$ cat config.mk
export PLATFORM = sky130hd
export DESIGN_NAME = ddo_mul
export DESIGN_NICKNAME = d
export VERILOG_FILES = /design/src/sv/ddo_pkg.sv /design/src/sv/ddo_mul.sv
export SDC_FILE = /design/constraint.sdc
export NUM_CORES = 2
export LEC_CHECK = 0
export BUFFER_PORTS_ARGS = -buffer_cell sky130_fd_sc_hd__buf_4
export CAP_MARGIN = 20
export CORE_UTILIZATION = 71
export DETAILED_ROUTE_END_ITERATION = 6
export GPL_TIMING_DRIVEN = 0
export PLACE_DENSITY = 0.95
export SYNTH_ARGS = -nofsm -noshare
export SYNTH_HDL_FRONTEND = slang
export SYNTH_SLANG_ARGS = --single-unit
$ cat constraint.sdc
create_clock -name i_clk -period 20.4 [get_ports i_clk]
set_input_delay 1.02 -clock i_clk [delete_from_list [all_inputs] [get_ports i_clk]]
set_output_delay 1.02 -clock i_clk [all_outputs]
set_load 0.03 [all_outputs]
$ cat src/sv/ddo_pkg.sv
package ddo_pkg;

    typedef enum logic [3:0] {
        S_IDLE,
        S_MUL_L,
        S_MUL_R,
        S_MEAN,
        S_TW0,
        S_TW1,
        S_TW2,
        S_RK0,
        S_RK1,
        S_RK2,
        S_ROT,
        S_CORDIC,
        S_UPD,
        S_EMIT
    } t_state;

    localparam int CORDIC_STEPS_DEF = 16;
    localparam int ATAN_ENTRIES     = 24;
    localparam int ATAN_IDX_W       = $clog2(ATAN_ENTRIES);
    localparam int MUL_W            = 33;
    localparam int CORDIC_W         = 36;

    localparam logic CFG_DPT = 1'b0;
    localparam logic CFG_ITW = 1'b1;

    localparam logic [31:0] DPT_RESET   = 32'd2055142;
    localparam logic [31:0] ITW_RESET   = 32'd6554;
    localparam logic [31:0] RAD_TO_TURN = 32'd683565276;
    localparam logic [31:0] INV_GAIN    = 32'd2608131496;

    // atan(2^-i) as a fraction of a full turn, 32 fraction bits
    localparam logic [31:0] ATAN_TURN [ATAN_ENTRIES] = '{
        32'h20000000, 32'h12E4051E, 32'h09FB385B, 32'h051111D4,
        32'h028B0D43, 32'h0145D7E1, 32'h00A2F61E, 32'h00517C55,
        32'h0028BE53, 32'h00145F2F, 32'h000A2F98, 32'h000517CC,
        32'h00028BE6, 32'h000145F3, 32'h0000A2FA, 32'h0000517D,
        32'h000028BE, 32'h0000145F, 32'h00000A30, 32'h00000518,
        32'h0000028C, 32'h00000146, 32'h000000A3, 32'h00000051
    };

    function automatic logic signed [31:0] sat32(input logic signed [47:0] v);
        logic signed [31:0] r;
        if (v > 48'sd2147483647) begin
            r = 32'sh7FFFFFFF;
        end else if (v < -48'sd2147483648) begin
            r = 32'sh80000000;
        end else begin
            r = v[31:0];
        end
        return r;
    endfunction

endpackage

$ cat src/sv/ddo_mul.sv
module ddo_mul (
    input  logic                                  i_clk,
    input  logic signed [ddo_pkg::MUL_W-1:0]      i_a,
    input  logic signed [ddo_pkg::MUL_W-1:0]      i_b,
    output logic signed [2*ddo_pkg::MUL_W-1:0]    o_prod
);
    import ddo_pkg::*;

    logic signed [2*MUL_W-1:0] r_prod;

    always_ff @(posedge i_clk) begin
        r_prod <= i_a * i_b;
    end

    assign o_prod = r_prod;

endmodule

### Word-level counts from Yosys, hierarchy flattened

Index checks and enable logic that the tools add are counted.

* multipliers: 1

Operators by type and width (number)
* 33-bit by 33-bit multiplier with 66-bit output: 1

* bits in registers: 66
* output and inout bits: 66
* word-level logic and storage cells: 2

### Longest topological paths before layout

* depth after elaboration: 1
* gate-level depth with buffers: 27

### Worst setup path before layout

No wires, ideal clock.

* path type: input-to-reg
* start: in i_a[32] (netlist name)
* end: reg r_prod[62] (netlist: o_prod[62])
* data arrival time: 8.177 ns
* slack: 12.144 ns
* cell stages on the path: 23
* path buffers: 2
* cell sequence: clkbuf_1 -> nand2_1 -> inv_1 -> fa_1 -> fa_1 -> fa_1 -> fa_1 -> fa_1 -> fa_1 -> fa_1 -> inv_1 -> fa_1 -> inv_1 -> ha_1 -> clkbuf_1 -> and3_1 -> nand3_1 -> nand2b_1 -> a2111oi_4 -> a211oi_4 -> a21o_2 -> a21o_1 -> a211oi_2

* word-level cells in the longest chain between the ends: 1

Ends and longest elaborated chain
* from (decl): line ddo_mul.sv:3 `input logic signed [ddo_pkg::MUL_W-1:0] i_a,`
* 33-bit by 33-bit multiplier with 66-bit output: line ddo_mul.sv:12 `r_prod <= i_a * i_b;`
* to (signal assigned): line ddo_mul.sv:12
* to (decl): line ddo_mul.sv:9 `logic signed [2*MUL_W-1:0] r_prod;`

Every way passes these cells.

### Worst setup path in the final report

* start: in i_a[32] (netlist name)
* end: reg r_prod[64] (netlist: o_prod[64])

The elaborated chain is that of the path after synthesis.

==> results_dict.tcl <==
set metrics [dict create \
    utilization 0.763 \
    cts.reportedPaths.clkPinSlew_ps 70 \
    outcome "finished, violations left" \
    die_w_um 242 \
    synth_edf_count 0 \
    synthArstFlopShare 0 \
    period_share 0.485 \
    post_cts_buffers 0 \
    largest_reg_flops 66 \
    crit_top_cell "fa_1" \
    initial_core_util 0.721 \
    syn_avg_cell_area_um2 9.39 \
    path_delay_family "adder cells" \
    violations "design-rule violations" \
    grt_pass1_vias 35100 \
    ys.flop_type "dfxtp_1" \
    drt.antenna.violating_nets 0 \
    die_area_um2 58300 \
    max-cap-violations 0 \
    synthDistinctLibCells 80 \
    critPathMaxStageDelay_ps 1320 \
    cts_tree "built" \
    track_usage 0.518 \
    slowest_stage "fa_1" \
    grt_antenna_before_repair 10 \
    synthTopCellsByCount "1145 x fa_1, 1131 x inv_1, 562 x and2_1, 551 x nand2_1, 217 x ha_1" \
    root_buffer "clkbuf_16" \
    synthCells 4338 \
    slew_viol_final 0 \
    synth.area.top_cells "fa_1 56%, inv_1 10%, and2_1 8.6%" \
    worstPathArrival_ps 10200 \
    grt_max_degree 27 \
    final.min_clock_period_ps 9900 \
    synth_area_leader_cell "fa_1" \
    ys_seq_area_frac 0.0324 \
    path_cells "buf_4 > clkbuf_1 > nand2_1 > inv_1 > fa_1 > fa_1 > fa_1 > fa_1 > fa_1 > fa_1 > fa_1 > inv_1 > fa_1 > inv_1 > ha_1 > clkbuf_1 > nand4_1 > nor3_1 > o311ai_4 > nand3_2 > a211oi_1 > a311oi_1" \
    ctsHoldBuffers 0 \
    min_path_cells 2 \
    grt-ovfl-total 0 \
    fill_cells 3839 \
    hold_class "in -> reg" \
    firstDrtPassIters 7 \
    finalSetupViolations 0 \
    routed_wirelength_um 145000 \
    clkSinkCount 66 \
    cp.required_ps 20690 \
    routedWlPerCell_um 27.5 \
    drive_above_1_share 0.0441 \
    h-tree-depth 3 \
    nets 5912 \
    die_y_um 242 \
    relSlewSlack 0.234 \
    gp_congestion 1.12 \
    rows 87 \
    synth_top_area_frac 0.563 \
    crit_path_start_kind "primary input" \
    portBuffers 132 \
    worstSetupPathType "in -> reg" \
    num_vias 32500 \
    place_hpwl_um 124000 \
    end_kind "flop" \
    worst_pin_slew_ps 1150 \
    layoutNonFillerInstCount 5251 \
    ys_seq_elements 66 \
    syn_nets 5767 \
    clock.fmax_ghz 0.101 \
    cp_num_buf_inv 6 \
    path_depth 22 \
    ios 133 \
    cts-buffers-inserted 9 \
    area_growth_pct 5.77 \
    drt_iter0_drc 3458 \
    cts.repair.resized 0 \
    cts_buffer_depth 2 \
    cp_max_fo 17 \
    setup_tns_ps 0 \
    viasPerCell 6.19 \
    drc 3 \
    placed_cells 5226 \
    finalHoldViolations 0 \
    grt_pass1_wl_um 217000 \
    synth_warnings 0 \
    core_area_um2 56500 \
    rsz0062_at_grt "false" \
    synth.most_common_cell "fa_1" \
    netlist_area_um2 40700 \
]
-- path summary, 6_finish.rpt --
check	start	endpoint	slack, ps
worst max-delay path	i_a[32]	o_prod[64]	10500
worst min-delay path	i_a[0]	o_prod[0]	1060
-- area by class of cell --
cell class                      instances  area [um2]  share of cell area
Multi-Input combinational cell       2920       34300               0.797
Sequential cell                        66        1320              0.0307
Clock inverter                          6         115             0.00267
Clock buffer                           10         229             0.00531
Inverter                             1131        4250              0.0985
Buffer                                221         851              0.0197
Tap cell                              756         946              0.0220
Antenna cell                            7        17.5            0.000407
Timing Repair Buffer                  134        1040              0.0242
-- per-layer routing --
metal  part of all wire  vias to the layer above  GRT usage
met2               0.42                     2682      0.743
li1                   -                    12600          -
met5             0.0010                        -     0.0139
met4               0.11                        8      0.452
met3               0.16                      907      0.223
met1               0.31                    16300      0.595
-- cell families after synthesis --
kind of cell             after synthesis  synth area share
adder cells (fa/ha/maj)             1362             0.629
buffers and inverters               1352             0.125
AND/OR/NAND/NOR                     1271             0.158
AO/OA/AOI/OAI                        219            0.0407
XOR/XNOR                              68            0.0146
flip-flops                            66            0.0324
-- cell usage in the layout, fill, tap and decap left out, types with 8 or more instances in the layout --
cell,n
buf_4,132
nand3_1,25
nand4_1,11
xnor2_1,43
nand2b_1,12
clkbuf_16,11
o21ai_0,25
o21bai_1,11
nor2_1,68
and2_1,562
fa_1,1145
xor2_1,25
buf_2,11
a21oi_1,57
ha_1,217
a21o_1,36
nand2_1,551
clkbuf_1,209
a31oi_1,8
inv_1,1131
dfxtp_1,66
-- through the flow --
| stage | setup slack, ps | hold slack [ps] | area, um2 |
|---|---|---|---|
| after floorplan | 12140 | 1150 | 40700 |
| after global placement | 10400 | 1450 | 42700 |
| after detailed placement | 10240 | 1440 | 42700 |
| after CTS | 10600 | 1030 | 43000 |
| after global routing | 10340 | 1030 | 43100 |
| final | 10500 | 1060 | 43100 |
Power is not shown: default switching activity piles up to over one toggle a cycle in this logic, so the estimate is an artifact.
