--- src/sv/ddo_pkg.sv ---
package ddo_pkg;

    typedef enum logic [3:0] {
        S_IDLE,
        S_MUL_L,
        S_MUL_R,
        S_MEAN,
        S_TW0,
        S_TW1,
        S_TW2,
        S_RK0,
        S_RK1,
        S_RK2,
        S_ROT,
        S_CORDIC,
        S_UPD,
        S_EMIT
    } t_state;

    localparam int CORDIC_STEPS_DEF = 16;
    localparam int ATAN_ENTRIES     = 24;
    localparam int ATAN_IDX_W       = $clog2(ATAN_ENTRIES);
    localparam int MUL_W            = 33;
    localparam int CORDIC_W         = 36;

    localparam logic CFG_DPT = 1'b0;
    localparam logic CFG_ITW = 1'b1;

    localparam logic [31:0] DPT_RESET   = 32'd2055142;
    localparam logic [31:0] ITW_RESET   = 32'd6554;
    localparam logic [31:0] RAD_TO_TURN = 32'd683565276;
    localparam logic [31:0] INV_GAIN    = 32'd2608131496;

    // atan(2^-i) as a fraction of a full turn, 32 fraction bits
    localparam logic [31:0] ATAN_TURN [ATAN_ENTRIES] = '{
        32'h20000000, 32'h12E4051E, 32'h09FB385B, 32'h051111D4,
        32'h028B0D43, 32'h0145D7E1, 32'h00A2F61E, 32'h00517C55,
        32'h0028BE53, 32'h00145F2F, 32'h000A2F98, 32'h000517CC,
        32'h00028BE6, 32'h000145F3, 32'h0000A2FA, 32'h0000517D,
        32'h000028BE, 32'h0000145F, 32'h00000A30, 32'h00000518,
        32'h0000028C, 32'h00000146, 32'h000000A3, 32'h00000051
    };

    function automatic logic signed [31:0] sat32(input logic signed [47:0] v);
        logic signed [31:0] r;
        if (v > 48'sd2147483647) begin
            r = 32'sh7FFFFFFF;
        end else if (v < -48'sd2147483648) begin
            r = 32'sh80000000;
        end else begin
            r = v[31:0];
        end
        return r;
    endfunction

endpackage

--- src/sv/ddo_cordic.sv ---
module ddo_cordic #(
    parameter int STEPS = ddo_pkg::CORDIC_STEPS_DEF
) (
    input  logic                                  i_clk,
    input  logic                                  i_rst_n,
    input  logic                                  i_start,
    input  logic signed [31:0]                    i_mag,
    input  logic        [31:0]                    i_angle,
    output logic                                  o_done,
    output logic signed [ddo_pkg::CORDIC_W-1:0]   o_x,
    output logic signed [ddo_pkg::CORDIC_W-1:0]   o_y
);
    import ddo_pkg::*;

    localparam int STEP_W = (STEPS > 1) ? $clog2(STEPS) : 1;

    logic                       r_busy;
    logic                       r_done;
    logic [STEP_W-1:0]          r_step;
    logic signed [CORDIC_W-1:0] r_x;
    logic signed [CORDIC_W-1:0] r_y;
    logic signed [CORDIC_W-1:0] r_z;

    logic [31:0]                w_shift_ang;
    logic                       w_flip;
    logic [31:0]                w_ang;
    logic signed [CORDIC_W-1:0] w_mag;
    logic signed [CORDIC_W-1:0] w_x0;
    logic signed [CORDIC_W-1:0] w_sx;
    logic signed [CORDIC_W-1:0] w_sy;
    logic signed [CORDIC_W-1:0] w_atan;
    logic                       w_last;

    // left half-plane: negate the vector and turn the angle by half a turn
    assign w_shift_ang = i_angle + 32'h40000000;
    assign w_flip      = w_shift_ang[31];
    assign w_ang       = w_flip ? {~i_angle[31], i_angle[30:0]} : i_angle;
    assign w_mag       = {{(CORDIC_W-32){i_mag[31]}}, i_mag};
    assign w_x0        = w_flip ? -w_mag : w_mag;

    assign w_sx   = r_x >>> r_step;
    assign w_sy   = r_y >>> r_step;
    assign w_atan = {{(CORDIC_W-32){1'b0}}, ATAN_TURN[ATAN_IDX_W'(r_step)]};
    assign w_last = (r_step == STEP_W'(STEPS - 1));

    always_ff @(posedge i_clk) begin
        if (!i_rst_n) begin
            r_busy <= 1'b0;
            r_done <= 1'b0;
            r_step <= '0;
        end else begin
            r_done <= 1'b0;
            if (i_start) begin
                r_busy <= 1'b1;
                r_step <= '0;
            end else if (r_busy) begin
                r_step <= r_step + 1'b1;
                if (w_last) begin
                    r_busy <= 1'b0;
                    r_done <= 1'b1;
                end
            end
        end
    end

    always_ff @(posedge i_clk) begin
        if (i_start) begin
            r_x <= w_x0;
            r_y <= '0;
            r_z <= {{(CORDIC_W-32){w_ang[31]}}, w_ang};
        end else if (r_busy) begin
            if (!r_z[CORDIC_W-1]) begin
                r_x <= r_x - w_sy;
                r_y <= r_y + w_sx;
                r_z <= r_z - w_atan;
            end else begin
                r_x <= r_x + w_sy;
                r_y <= r_y - w_sx;
                r_z <= r_z + w_atan;
            end
        end
    end

    assign o_done = r_done;
    assign o_x    = r_x;
    assign o_y    = r_y;

endmodule

--- config.mk ---
export PLATFORM = sky130hd
export DESIGN_NAME = ddo_cordic
export DESIGN_NICKNAME = d
export VERILOG_FILES = /design/src/sv/ddo_pkg.sv /design/src/sv/ddo_cordic.sv
export SDC_FILE = /design/constraint.sdc
export NUM_CORES = 1
export LEC_CHECK = 0
export BUFFER_PORTS_ARGS = -buffer_cell sky130_fd_sc_hd__buf_2
export CELL_PAD_IN_SITES_DETAIL_PLACEMENT = 1
export CELL_PAD_IN_SITES_GLOBAL_PLACEMENT = 1
export CORE_ASPECT_RATIO = 0.8
export CORE_MARGIN = 2
export CORE_UTILIZATION = 47
export CTS_CLUSTER_SIZE = 8
export DETAILED_ROUTE_END_ITERATION = 16
export PLACE_DENSITY_LB_ADDON = 0.1
export REMOVE_ABC_BUFFERS = 1
export SLEW_MARGIN = 25
export SYNTH_ARGS = -nofsm -noshare
export SYNTH_HDL_FRONTEND = slang
export SYNTH_SLANG_ARGS = --single-unit
--- constraint.sdc ---
create_clock -name i_clk -period 8 [get_ports i_clk]
set_clock_uncertainty 0.15 [all_clocks]
set_input_delay 0.8 -clock i_clk [delete_from_list [all_inputs] [get_ports i_clk]]
set_output_delay 0.8 -clock i_clk [all_outputs]
set_load 0.02 [all_outputs]
# == Word level (Yosys, flattened, before mapping) ==
# Memory sizes are Yosys's and may differ from the RTL's.
# Index checks and enable logic that the tools add are counted.
# classes
div_mod_pow,0
bitwise_logic,4
addsub,9
n_shift,2
mul,0
n_reduce_logical,3
order_cmp,1
n_eq_ne,1
muxes,15
# ops
cell,n
$mux W36,8
$mux W32,3
$add A36 B36 Y36,2
$sshr A36 B4 Y36,2
$sub A36 B36 Y36,2
$add A36 B33 Y36,1
$neg A32 Y36,1
$sub A36 B33 Y36,1
$add A32 B31 Y32 const B,1
$ge A6 B6 Y1 const B,1
$not A4 Y6,1
$add A4 B1 Y4 const B,1
$eq A4 B4 Y1 const B,1
$mux W1,4
$not A1 Y1,3
$reduce_or A3 Y1,1
$reduce_bool A2 Y1,1
$reduce_or A2 Y1,1
# totals
mem_bits_ro,1024
input_bits,67
reg_bits,114
wordCells,42
mem_bits_rw,0
latchBits,0
n_memories,1
# mem_list
name,words,width,read_ports,rd_ports_with_merged_regs,wr,line_no,rtl
(name not given),32,32,1,0,0,ddo_cordic.sv:43,"assign w_atan = {{(CORDIC_W-32){1'b0}}, ATAN_TURN[ATAN_IDX_W'(r_step)]};"

# == Longest topological paths before layout ==
# Gate-level depths: netlist (run 1).
# logic_depth
depth_word,8
ltp_mapped,31
depth_no_buf,25

# == Least setup slack after synthesis (run 1) ==
# OpenSTA, ideal clock, no wires.
# synth_timing
kind,register to register
start,register r_step[3]
end,register r_x[35] (netlist: o_x[35]) (data pin)
t_arrival_ns,6.181
t_required_ns,7.596
path_slack_ns,1.414
stages_incl_launch_ff,30
synth_period_minus_slack_ns,6.586
n_path_buf,8
setup_ns,0.254
path_cell_list,dfxtp_1 > clkbuf_1 > buf_2 > buf_2 > buf_1 > buf_1 > clkbuf_1 > clkbuf_1 > buf_1 > a21oi_1 > a21oi_1 > ha_1 > nor2b_1 > and2_1 > nand3_1 > nand2_1 > o21ai_0 > xnor2_1 > ha_1 > a21o_1 > a21o_1 > a21o_1 > a31oi_1 > o21ai_0 > a31oi_1 > o211ai_1 > a2111oi_0 > nor3_1 > xnor2_1 > o21a_1
# synth_between
elab_chain_cells,5
elab_cells_between_ends,6
cone_classes,add/sub (2); shift (1); mux (3)
# synth_rtl
item,line_no,rtl
from (decl),ddo_cordic.sv:19,logic [STEP_W-1:0] r_step;
from (signal assigned),ddo_cordic.sv:57,r_step <= r_step + 1'b1;
$sshr A36 B4 Y36 *,ddo_cordic.sv:42,assign w_sy = r_y >>> r_step;
$sub A36 B36 Y36 or $add A36 B36 Y36 (tied branches),"ddo_cordic.sv:73, ddo_cordic.sv:77",
$mux W36 *,ddo_cordic.sv:72,if (!r_z[CORDIC_W-1]) begin
$mux W36 *,ddo_cordic.sv:71,end else if (r_busy) begin
$mux W36 *,ddo_cordic.sv:67,if (i_start) begin
to (signal assigned),ddo_cordic.sv:68,r_x <= w_x0;
to (signal assigned),ddo_cordic.sv:73,r_x <= r_x - w_sy;
to (signal assigned),ddo_cordic.sv:77,r_x <= r_x + w_sy;
to (decl),ddo_cordic.sv:20,logic signed [CORDIC_W-1:0] r_x;
# Mark *: on every way between the ends. The rest lies on a longest branch, timed or not. The select of a mux whose other input is x is not followed.
# A chain may end at the register's enable or synchronous reset.

# == Final worst setup path (run 1) ==
# layout_timing
start,register r_step[1]
end,register r_y[35] (netlist: o_y[35])
# layout_between
elab_chain_cells,3
elab_cells_between_ends,4
cone_classes,add/sub (2); shift (1); mux (1)
# layout_rtl
item,line_no,rtl
$sshr A36 B4 Y36 *,ddo_cordic.sv:41,assign w_sx = r_x >>> r_step;
$add A36 B36 Y36 or $sub A36 B36 Y36 (tied branches),"ddo_cordic.sv:74, ddo_cordic.sv:78",
$mux W36 *,ddo_cordic.sv:72,
to (signal assigned),ddo_cordic.sv:74,r_y <= r_y + w_sx;
to (signal assigned),ddo_cordic.sv:78,r_y <= r_y - w_sx;
to (decl),ddo_cordic.sv:21,logic signed [CORDIC_W-1:0] r_y;
# Mark *: on every way between the ends. The rest lies on a longest branch, timed or not.

==> metrics.csv, run 1 <==
metric;value;unit
die_w;213;microns
hold_buffers;0;
antenna_found_initial;0;
synth_area;16400;sq um
ys_seq_area_share;18.3;%
grt_setup_unrepaired;no;
status;finished, final reports clean;
synthArstFlopShare;0;%
insertion_delay;0.48;ns
cts_htree_levels;4;
final_core_util;52.3;%
synth_seq_cells;114;
synth-edff-count;72;
power.density;543;nW/um^2
hold_start;o_y[0]$_SDFFE_PP0P_;
timing.fmax;0.139;GHz
fin_crit;7.20;ns
arrival;7.45;ns
clk_pin_slew;0.06;ns
port_buffers;139;
maxSlewViolCount;0;
first_pass_iters;5;
fillerInstances;4227;
whs_path_depth;2;
yosysTopAreaCell;edfxtp_1;
cts_resized;0;
cts.sinks;114;
synth-warning-count;0;
post-synth-top-count-cell;nand2_1;
synth_area_leaders;edfxtp_1, ha_1, mux4_2, xnor2_1, mux2i_1;
grt_max_degree;73;
leakagePower;7.62;nW
synth_area_per_cell;8.15;sq um
gp_congestion;0.936;
ys.flop_type;edfxtp_1;
min_delay_worst_endpoint;o_y[0]$_SDFFE_PP0P_;
route.detailed.drc;0;
drt_iter0_drc;1714;
reg2reg_depth;22;
cts_buffers;17;
row_count;61;
syn_inst;2012;
clk_path_buf_depth;2;
areaGrowthSynthToFinish;10.4;%
cts_tree;done;
finalHoldViolations;0;
worst_slew_pin_slew;0.998;ns
grt_pass1_vias;16200;
routed-via-count;16500;
worstReg2RegStart;r_step[1]$_SDFFE_PP0P_;
setup_viol;0;
core_area;34600;sq um
fp.dieH;171;microns
peakVddDrop;381;uV
critical_path.max_fanout;60;
drtAntennaViolNets;0;
worst_setup_path_start_kind;flop;
synth_commonest_cells;nand2_1, a21oi_1, nor2_1, o21ai_0, xnor2_1;
dieArea;36400;sq um
worstHoldPathType;reg -> reg;
crit_path_end_kind;flop;
antenna_cells;0;
ioPinCount;140;
period_share;90.0;%
wl_per_cell;23.5;microns
finalInstanceArea;18100;sq um
drive_gt1_share;15.4;%
dp_hpwl;46.2;mm
ys_types;86;
postCtsSetupRepairBufs;0;
crit_type;reg -> reg;
post-synth-top-area-fraction;13.2;%
grt.total_usage;33.6;%
nets;2282;
overflow;0;
maxCapViolations;0;
grt_pass1_wl;94.5;mm
r2r-end;o_y[35]$_SDFFE_PP0P_;
cts_root_buf;clkbuf_16;
initial_core_util;47.4;%
tns;0;ns
drt_wl_total;60.7;mm
vias_per_cell;6.41;
crit_required;8.25;ns
slew_headroom;33.4;%
placed_cell_area;17500;sq um
r2r_setup_slack;0.80;ns
[state kept, by name, indices dropped and copies added (netlist names)]
register  count
r_step        4
o_x          36
r_busy        1
o_done        1
r_z          36
o_y          36
[layout by cell type, fill, tap and decap left out, types with 11 or more instances in the layout]
cell,n
xnor2_1,129
o31ai_1,15
mux2_2,28
mux2i_1,94
nor2b_1,19
nor2_1,176
nand4_1,11
a211oi_1,16
buf_2,138
a31oi_1,41
a21oi_1,179
xor2_1,87
o21a_1,11
mux4_2,57
edfxtp_1,72
ha_1,118
nand3_1,42
nand2_1,231
nand2b_1,17
nor3_1,32
a21o_1,53
buf_4,30
and3_1,17
dfxtp_1,37
o211ai_1,14
and2_1,17
o21bai_1,19
or3_1,16
inv_1,58
clkbuf_16,17
o21ai_0,153
[cells by family after synthesis]
family / share of synthesized area [%]
compound gates: 22.3
mux: 16.9
fa+ha+maj: 9.37
xor+xnor: 11.6
flops: 18.3
simple gates: 17.2
buf+inv: 4.34
[report_power, final]
part | switching (mW) | internal [mW]
combinational | 4.36 | 3.12
clock | 0.334 | 0.527
sequential | 0.484 | 1.00
total | 5.18 | 4.65
[per-layer routing]
| layer | global-route usage, % | up-vias | wire (microns) | part of all wire (%) |
|---|---|---|---|---|
| li1 | - | 7613 | - | - |
| met4 | 7.69 | 0 | 833 | 1.4 |
| met2 | 51.5 | 596 | 26600 | 44 |
| met5 | 0 | - | 0 | 0 |
| met1 | 49.3 | 8256 | 29300 | 48 |
| met3 | 5.58 | 60 | 4000 | 6.6 |
[worst max-delay path: stages, from the launching register on]
cell and delay (ns):
dfxtp_4 1.01, mux4_1 0.73, mux4_1 0.54, nor2_2 0.18, o211ai_2 0.14, or3b_4 0.44
nand2b_1 0.20, nor2_1 0.33, and2_1 0.24, a21oi_1 0.10, xor2_1 0.17, ha_1 0.35
o21ai_0 0.29, nor3_1 0.12, a211oi_1 0.35, o21ai_0 0.19, a211oi_1 0.32, nor3_1 0.12
a311oi_1 0.42, a31oi_1 0.16, xor2_1 0.24, nand3_1 0.13, a21oi_2 0.17
[worst max path at each step]
stage | startpoint | endpoint | slack [ns] | depth (start not counted)
2_1_floorplan | r_step[1]$_SDFFE_PP0P_ | r_z[35]$_DFFE_PP_ | -1.31 | 24
3_3_place_gp | r_step[1]$_SDFFE_PP0P_ | o_x[34]$_DFFE_PP_ | 1.15 | 20
3_5_place_dp | r_step[1]$_SDFFE_PP0P_ | o_x[34]$_DFFE_PP_ | 1.01 | 20
4_1_cts | r_step[1]$_SDFFE_PP0P_ | o_y[35]$_SDFFE_PP0P_ | 0.93 | 22
5_1_grt | r_step[1]$_SDFFE_PP0P_ | o_y[35]$_SDFFE_PP0P_ | 0.35 | 22
6_report | r_step[1]$_SDFFE_PP0P_ | o_y[35]$_SDFFE_PP0P_ | 0.80 | 22
[stage by stage]
| stage | worst slack (ns) | hold WS, ns | total power [mW] | cells |
|---|---|---|---|---|
| after global routing | 0.348 | 0.393 | 10.7 | 2579 |
| after global placement | 1.15 | 0.360 | 8.58 | 2547 |
| after detailed placement | 1.01 | 0.372 | 8.80 | 2547 |
| final | 0.797 | 0.377 | 9.83 | 2579 |
| after floorplan | -1.31 | 0.418 | 6.86 | 1906 |
| after CTS | 0.931 | 0.379 | 9.73 | 2579 |
[area by class of cell]
| cell class | instances | area (sq um) | share of cell area (%) |
|---|---|---|---|
| multi-input cells | 1732 | 12700 | 70.3 |
| flip-flops and latches | 114 | 3020 | 16.7 |
| repair buffers | 169 | 936 | 5.17 |
| well taps | 472 | 591 | 3.26 |
| clock buffers | 21 | 450 | 2.49 |
| inverters | 60 | 225 | 1.24 |
| clock inverters | 11 | 164 | 0.906 |
(Power assumes the default switching activity.)
==> run 2: changes to the inputs <==
--- a/config.mk
+++ b/config.mk
@@ -5,12 +5,13 @@
 export SDC_FILE = /design/constraint.sdc
 export NUM_CORES = 1
 export LEC_CHECK = 0
+export ABC_AREA = 1
 export BUFFER_PORTS_ARGS = -buffer_cell sky130_fd_sc_hd__buf_2
 export CELL_PAD_IN_SITES_DETAIL_PLACEMENT = 1
 export CELL_PAD_IN_SITES_GLOBAL_PLACEMENT = 1
 export CORE_ASPECT_RATIO = 0.8
 export CORE_MARGIN = 2
-export CORE_UTILIZATION = 47
+export CORE_UTILIZATION = 44
 export CTS_CLUSTER_SIZE = 8
 export DETAILED_ROUTE_END_ITERATION = 16
 export PLACE_DENSITY_LB_ADDON = 0.1
==> metrics.csv, run 2 <==
metric;value;unit;change
placed_cell_area;18000;sq um;was 17500 sq um
synthArstFlopShare;0;%;unchanged
grt_pass1_wl;109;mm;was 94.5 mm
grt.total_usage;33.7;%;was 33.6%
final_core_util;48.6;%;was 52.3%
dieArea;40700;sq um;was 36400 sq um
antenna_cells;0;;unchanged
slowest_stage;dfxtp_4;;unchanged
tns;0;ns;unchanged
core_area;38400;sq um;was 34600 sq um
post-synth-top-area-fraction;16.8;%;was 13.2%
finalInstanceArea;18600;sq um;was 18100 sq um
grt_setup_unrepaired;no;;unchanged
ioPinCount;140;;unchanged
postCtsSetupRepairBufs;0;;unchanged
cts_tree;done;;unchanged
first_pass_iters;6;;was 5
power_frac_comb;75.6;%;was 76.1%
overflow;0;;unchanged
seqPwrFrac;15.2;%;was 15.1%
gp_congestion;0.994;;was 0.936
cts_root_buf;clkbuf_16;;unchanged
cts.sinks;114;;unchanged
drive_gt1_share;8.44;%;was 15.4%
route.detailed.drc;0;;unchanged
synth_area_per_cell;5.90;sq um;was 8.15 sq um
leakagePower;9.36;nW;was 7.62 nW
cts_buffers;17;;unchanged
row_count;64;;was 61
worstHoldPathType;reg -> reg;;unchanged
insertion_delay;0.47;ns;was 0.48 ns
post-synth-top-count-cell;nand2_1;;unchanged
fin_crit;7.17;ns;was 7.20 ns
critPathTopFamily;simple AND/OR/NAND/NOR gates;;was compound AO/OA/AOI/OAI gates
ys_seq_area_share;17.5;%;was 18.3%
regArea;3010;sq um;was 3020 sq um
crit_required;8.06;ns;was 8.25 ns
place_ws;0.649;ns;was 1.01 ns
areaGrowthSynthToFinish;8.41;%;was 10.4%
drt_wl_total;68.9;mm;was 60.7 mm
setup_viol;0;;unchanged
syn_inst;2910;;was 2012
synth_seq_cells;114;;unchanged
timing.fmax;0.139;GHz;about the same
multi_input_area;12300;sq um;was 12700 sq um
power.density;458;nW/um^2;was 543 nW/um^2
r2r_setup_slack;0.83;ns;was 0.80 ns
clk_path_buf_depth;2;;unchanged
p_switching;5.00;mW;was 5.18 mW
crit_path_end_kind;flop;;unchanged
fin_ws;0.828;ns;was 0.797 ns
port_buffers;139;;unchanged
peakVddDrop;196;uV;was 381 uV
period_share;89.6;%;was 90.0%
synth_commonest_cells;nand2_1, inv_1, nand3_1, nor2_1, o21ai_0;;was nand2_1, a21oi_1, nor2_1, o21ai_0, xnor2_1
ys_types;54;;was 86
arrival;7.24;ns;was 7.45 ns
initial_core_util;44.8;%;was 47.4%
finalHoldViolations;0;;unchanged
routed-via-count;20100;;was 16500
pwr-share-clk;9.2;%;was 8.8%
die_w;225;microns;was 213 microns
wl_per_cell;19.8;microns;was 23.5 microns
cpMostUsedCell;nand2_1;;
final_cell_mix;nand2_1, inv_1, nand3_1;;was nand2_1, a21oi_1, nor2_1
drtAntennaViolNets;0;;unchanged
max_stage_delay;1.02;ns;was 1.01 ns
final_common_cell;nand2_1;;unchanged
slew_headroom;30.1;%;was 33.4%
fillerInstances;5438;;was 4227
crit_type;reg -> reg;;unchanged
worst_slew_pin_slew;1.05;ns;was 0.998 ns
worst_setup_path_start_kind;flop;;unchanged
netSwitchingFraction;58.7;%;was 52.7%
maxCapViolations;0;;unchanged
synth-warning-count;0;;unchanged
vias_per_cell;5.78;;was 6.41
hold_buffers;0;;unchanged
cts_resized;0;;unchanged
maxSlewViolCount;0;;unchanged
cts_htree_levels;4;;unchanged
fp.dieH;181;microns;was 171 microns
dp_hpwl;55.0;mm;was 46.2 mm
grt_pass1_vias;20000;;was 16200
synth-edff-count;72;;unchanged
synth_area;17200;sq um;was 16400 sq um
status;finished, final reports clean;;unchanged
antenna_found_initial;1;;was 0
grt_max_degree;106;;was 73
clk_pin_slew;0.06;ns;about the same
dp_cells;3450;;was 2547
nets;3162;;was 2282
crit_buf_inv;5;;was 0
power.internal;3.52;mW;was 4.65 mW
synth_area_leaders;nand2_1, edfxtp_1, nand3_1, ha_1, inv_1;;was edfxtp_1, ha_1, mux4_2, xnor2_1, mux2i_1
stdcell_count;3482;;was 2579
yosysTopAreaCell;nand2_1;;was edfxtp_1
critical_path.max_fanout;105;;was 60
ys.flop_type;edfxtp_1;;unchanged
hold_ws;0.402;ns;was 0.377 ns
total_power;8.53;mW;was 9.83 mW
drt_iter0_drc;1633;;was 1714
run 2: layout make-up:
class	instances	area share, %
well taps	495	3.32
multi-input cells	2346	66.2
clock buffers	22	2.49
inverters	343	6.93
clock inverters	10	0.591
repair buffers	152	4.27
flip-flops and latches	114	16.2
run 2: final timing paths:
check                         startpoint                endpoint  cells past startpoint
setup / recovery  r_step[0]$_SDFFE_PP0P_       r_z[34]$_DFFE_PP_                     26
hold / removal    r_step[2]$_SDFFE_PP0P_  r_step[2]$_SDFFE_PP0P_                      2
setup reg to reg  r_step[0]$_SDFFE_PP0P_       r_z[34]$_DFFE_PP_                     26
hold reg to reg   r_step[2]$_SDFFE_PP0P_  r_step[2]$_SDFFE_PP0P_                      2
run 2: logic make-up after synthesis:
group | synth area share [%]
simple gates | 35.9
compound gates | 20.1
buf+inv | 10.8
xor+xnor | 6.63
fa+ha+maj | 8.94
flops | 17.5
mux | 0.117
run 2: worst min-delay path: stages (launching register included):
cell      delay [ns]
dfxtp_2         0.36
nor2_1          0.10
a211oi_1        0.06
run 2: power by group through the flow:
stage	Sequential (mW)	Combinational (mW)	Clock [mW]
5_1_grt	1.31	7.19	0.816
3_3_place_gp	1.28	6.05	0
6_report	1.30	6.45	0.786
3_5_place_dp	1.28	6.26	0
4_1_cts	1.27	6.34	0.796
2_1_floorplan	1.31	4.34	0
run 2: per-layer routing:
metal	vias to the layer above	share of wire (%)	global-route usage (%)
li1	9798	-	-
met1	9659	50	50.3
met2	595	42	51.1
met3	62	6.0	4.57
met4	2	1.6	7.44
met5	-	0.019	0
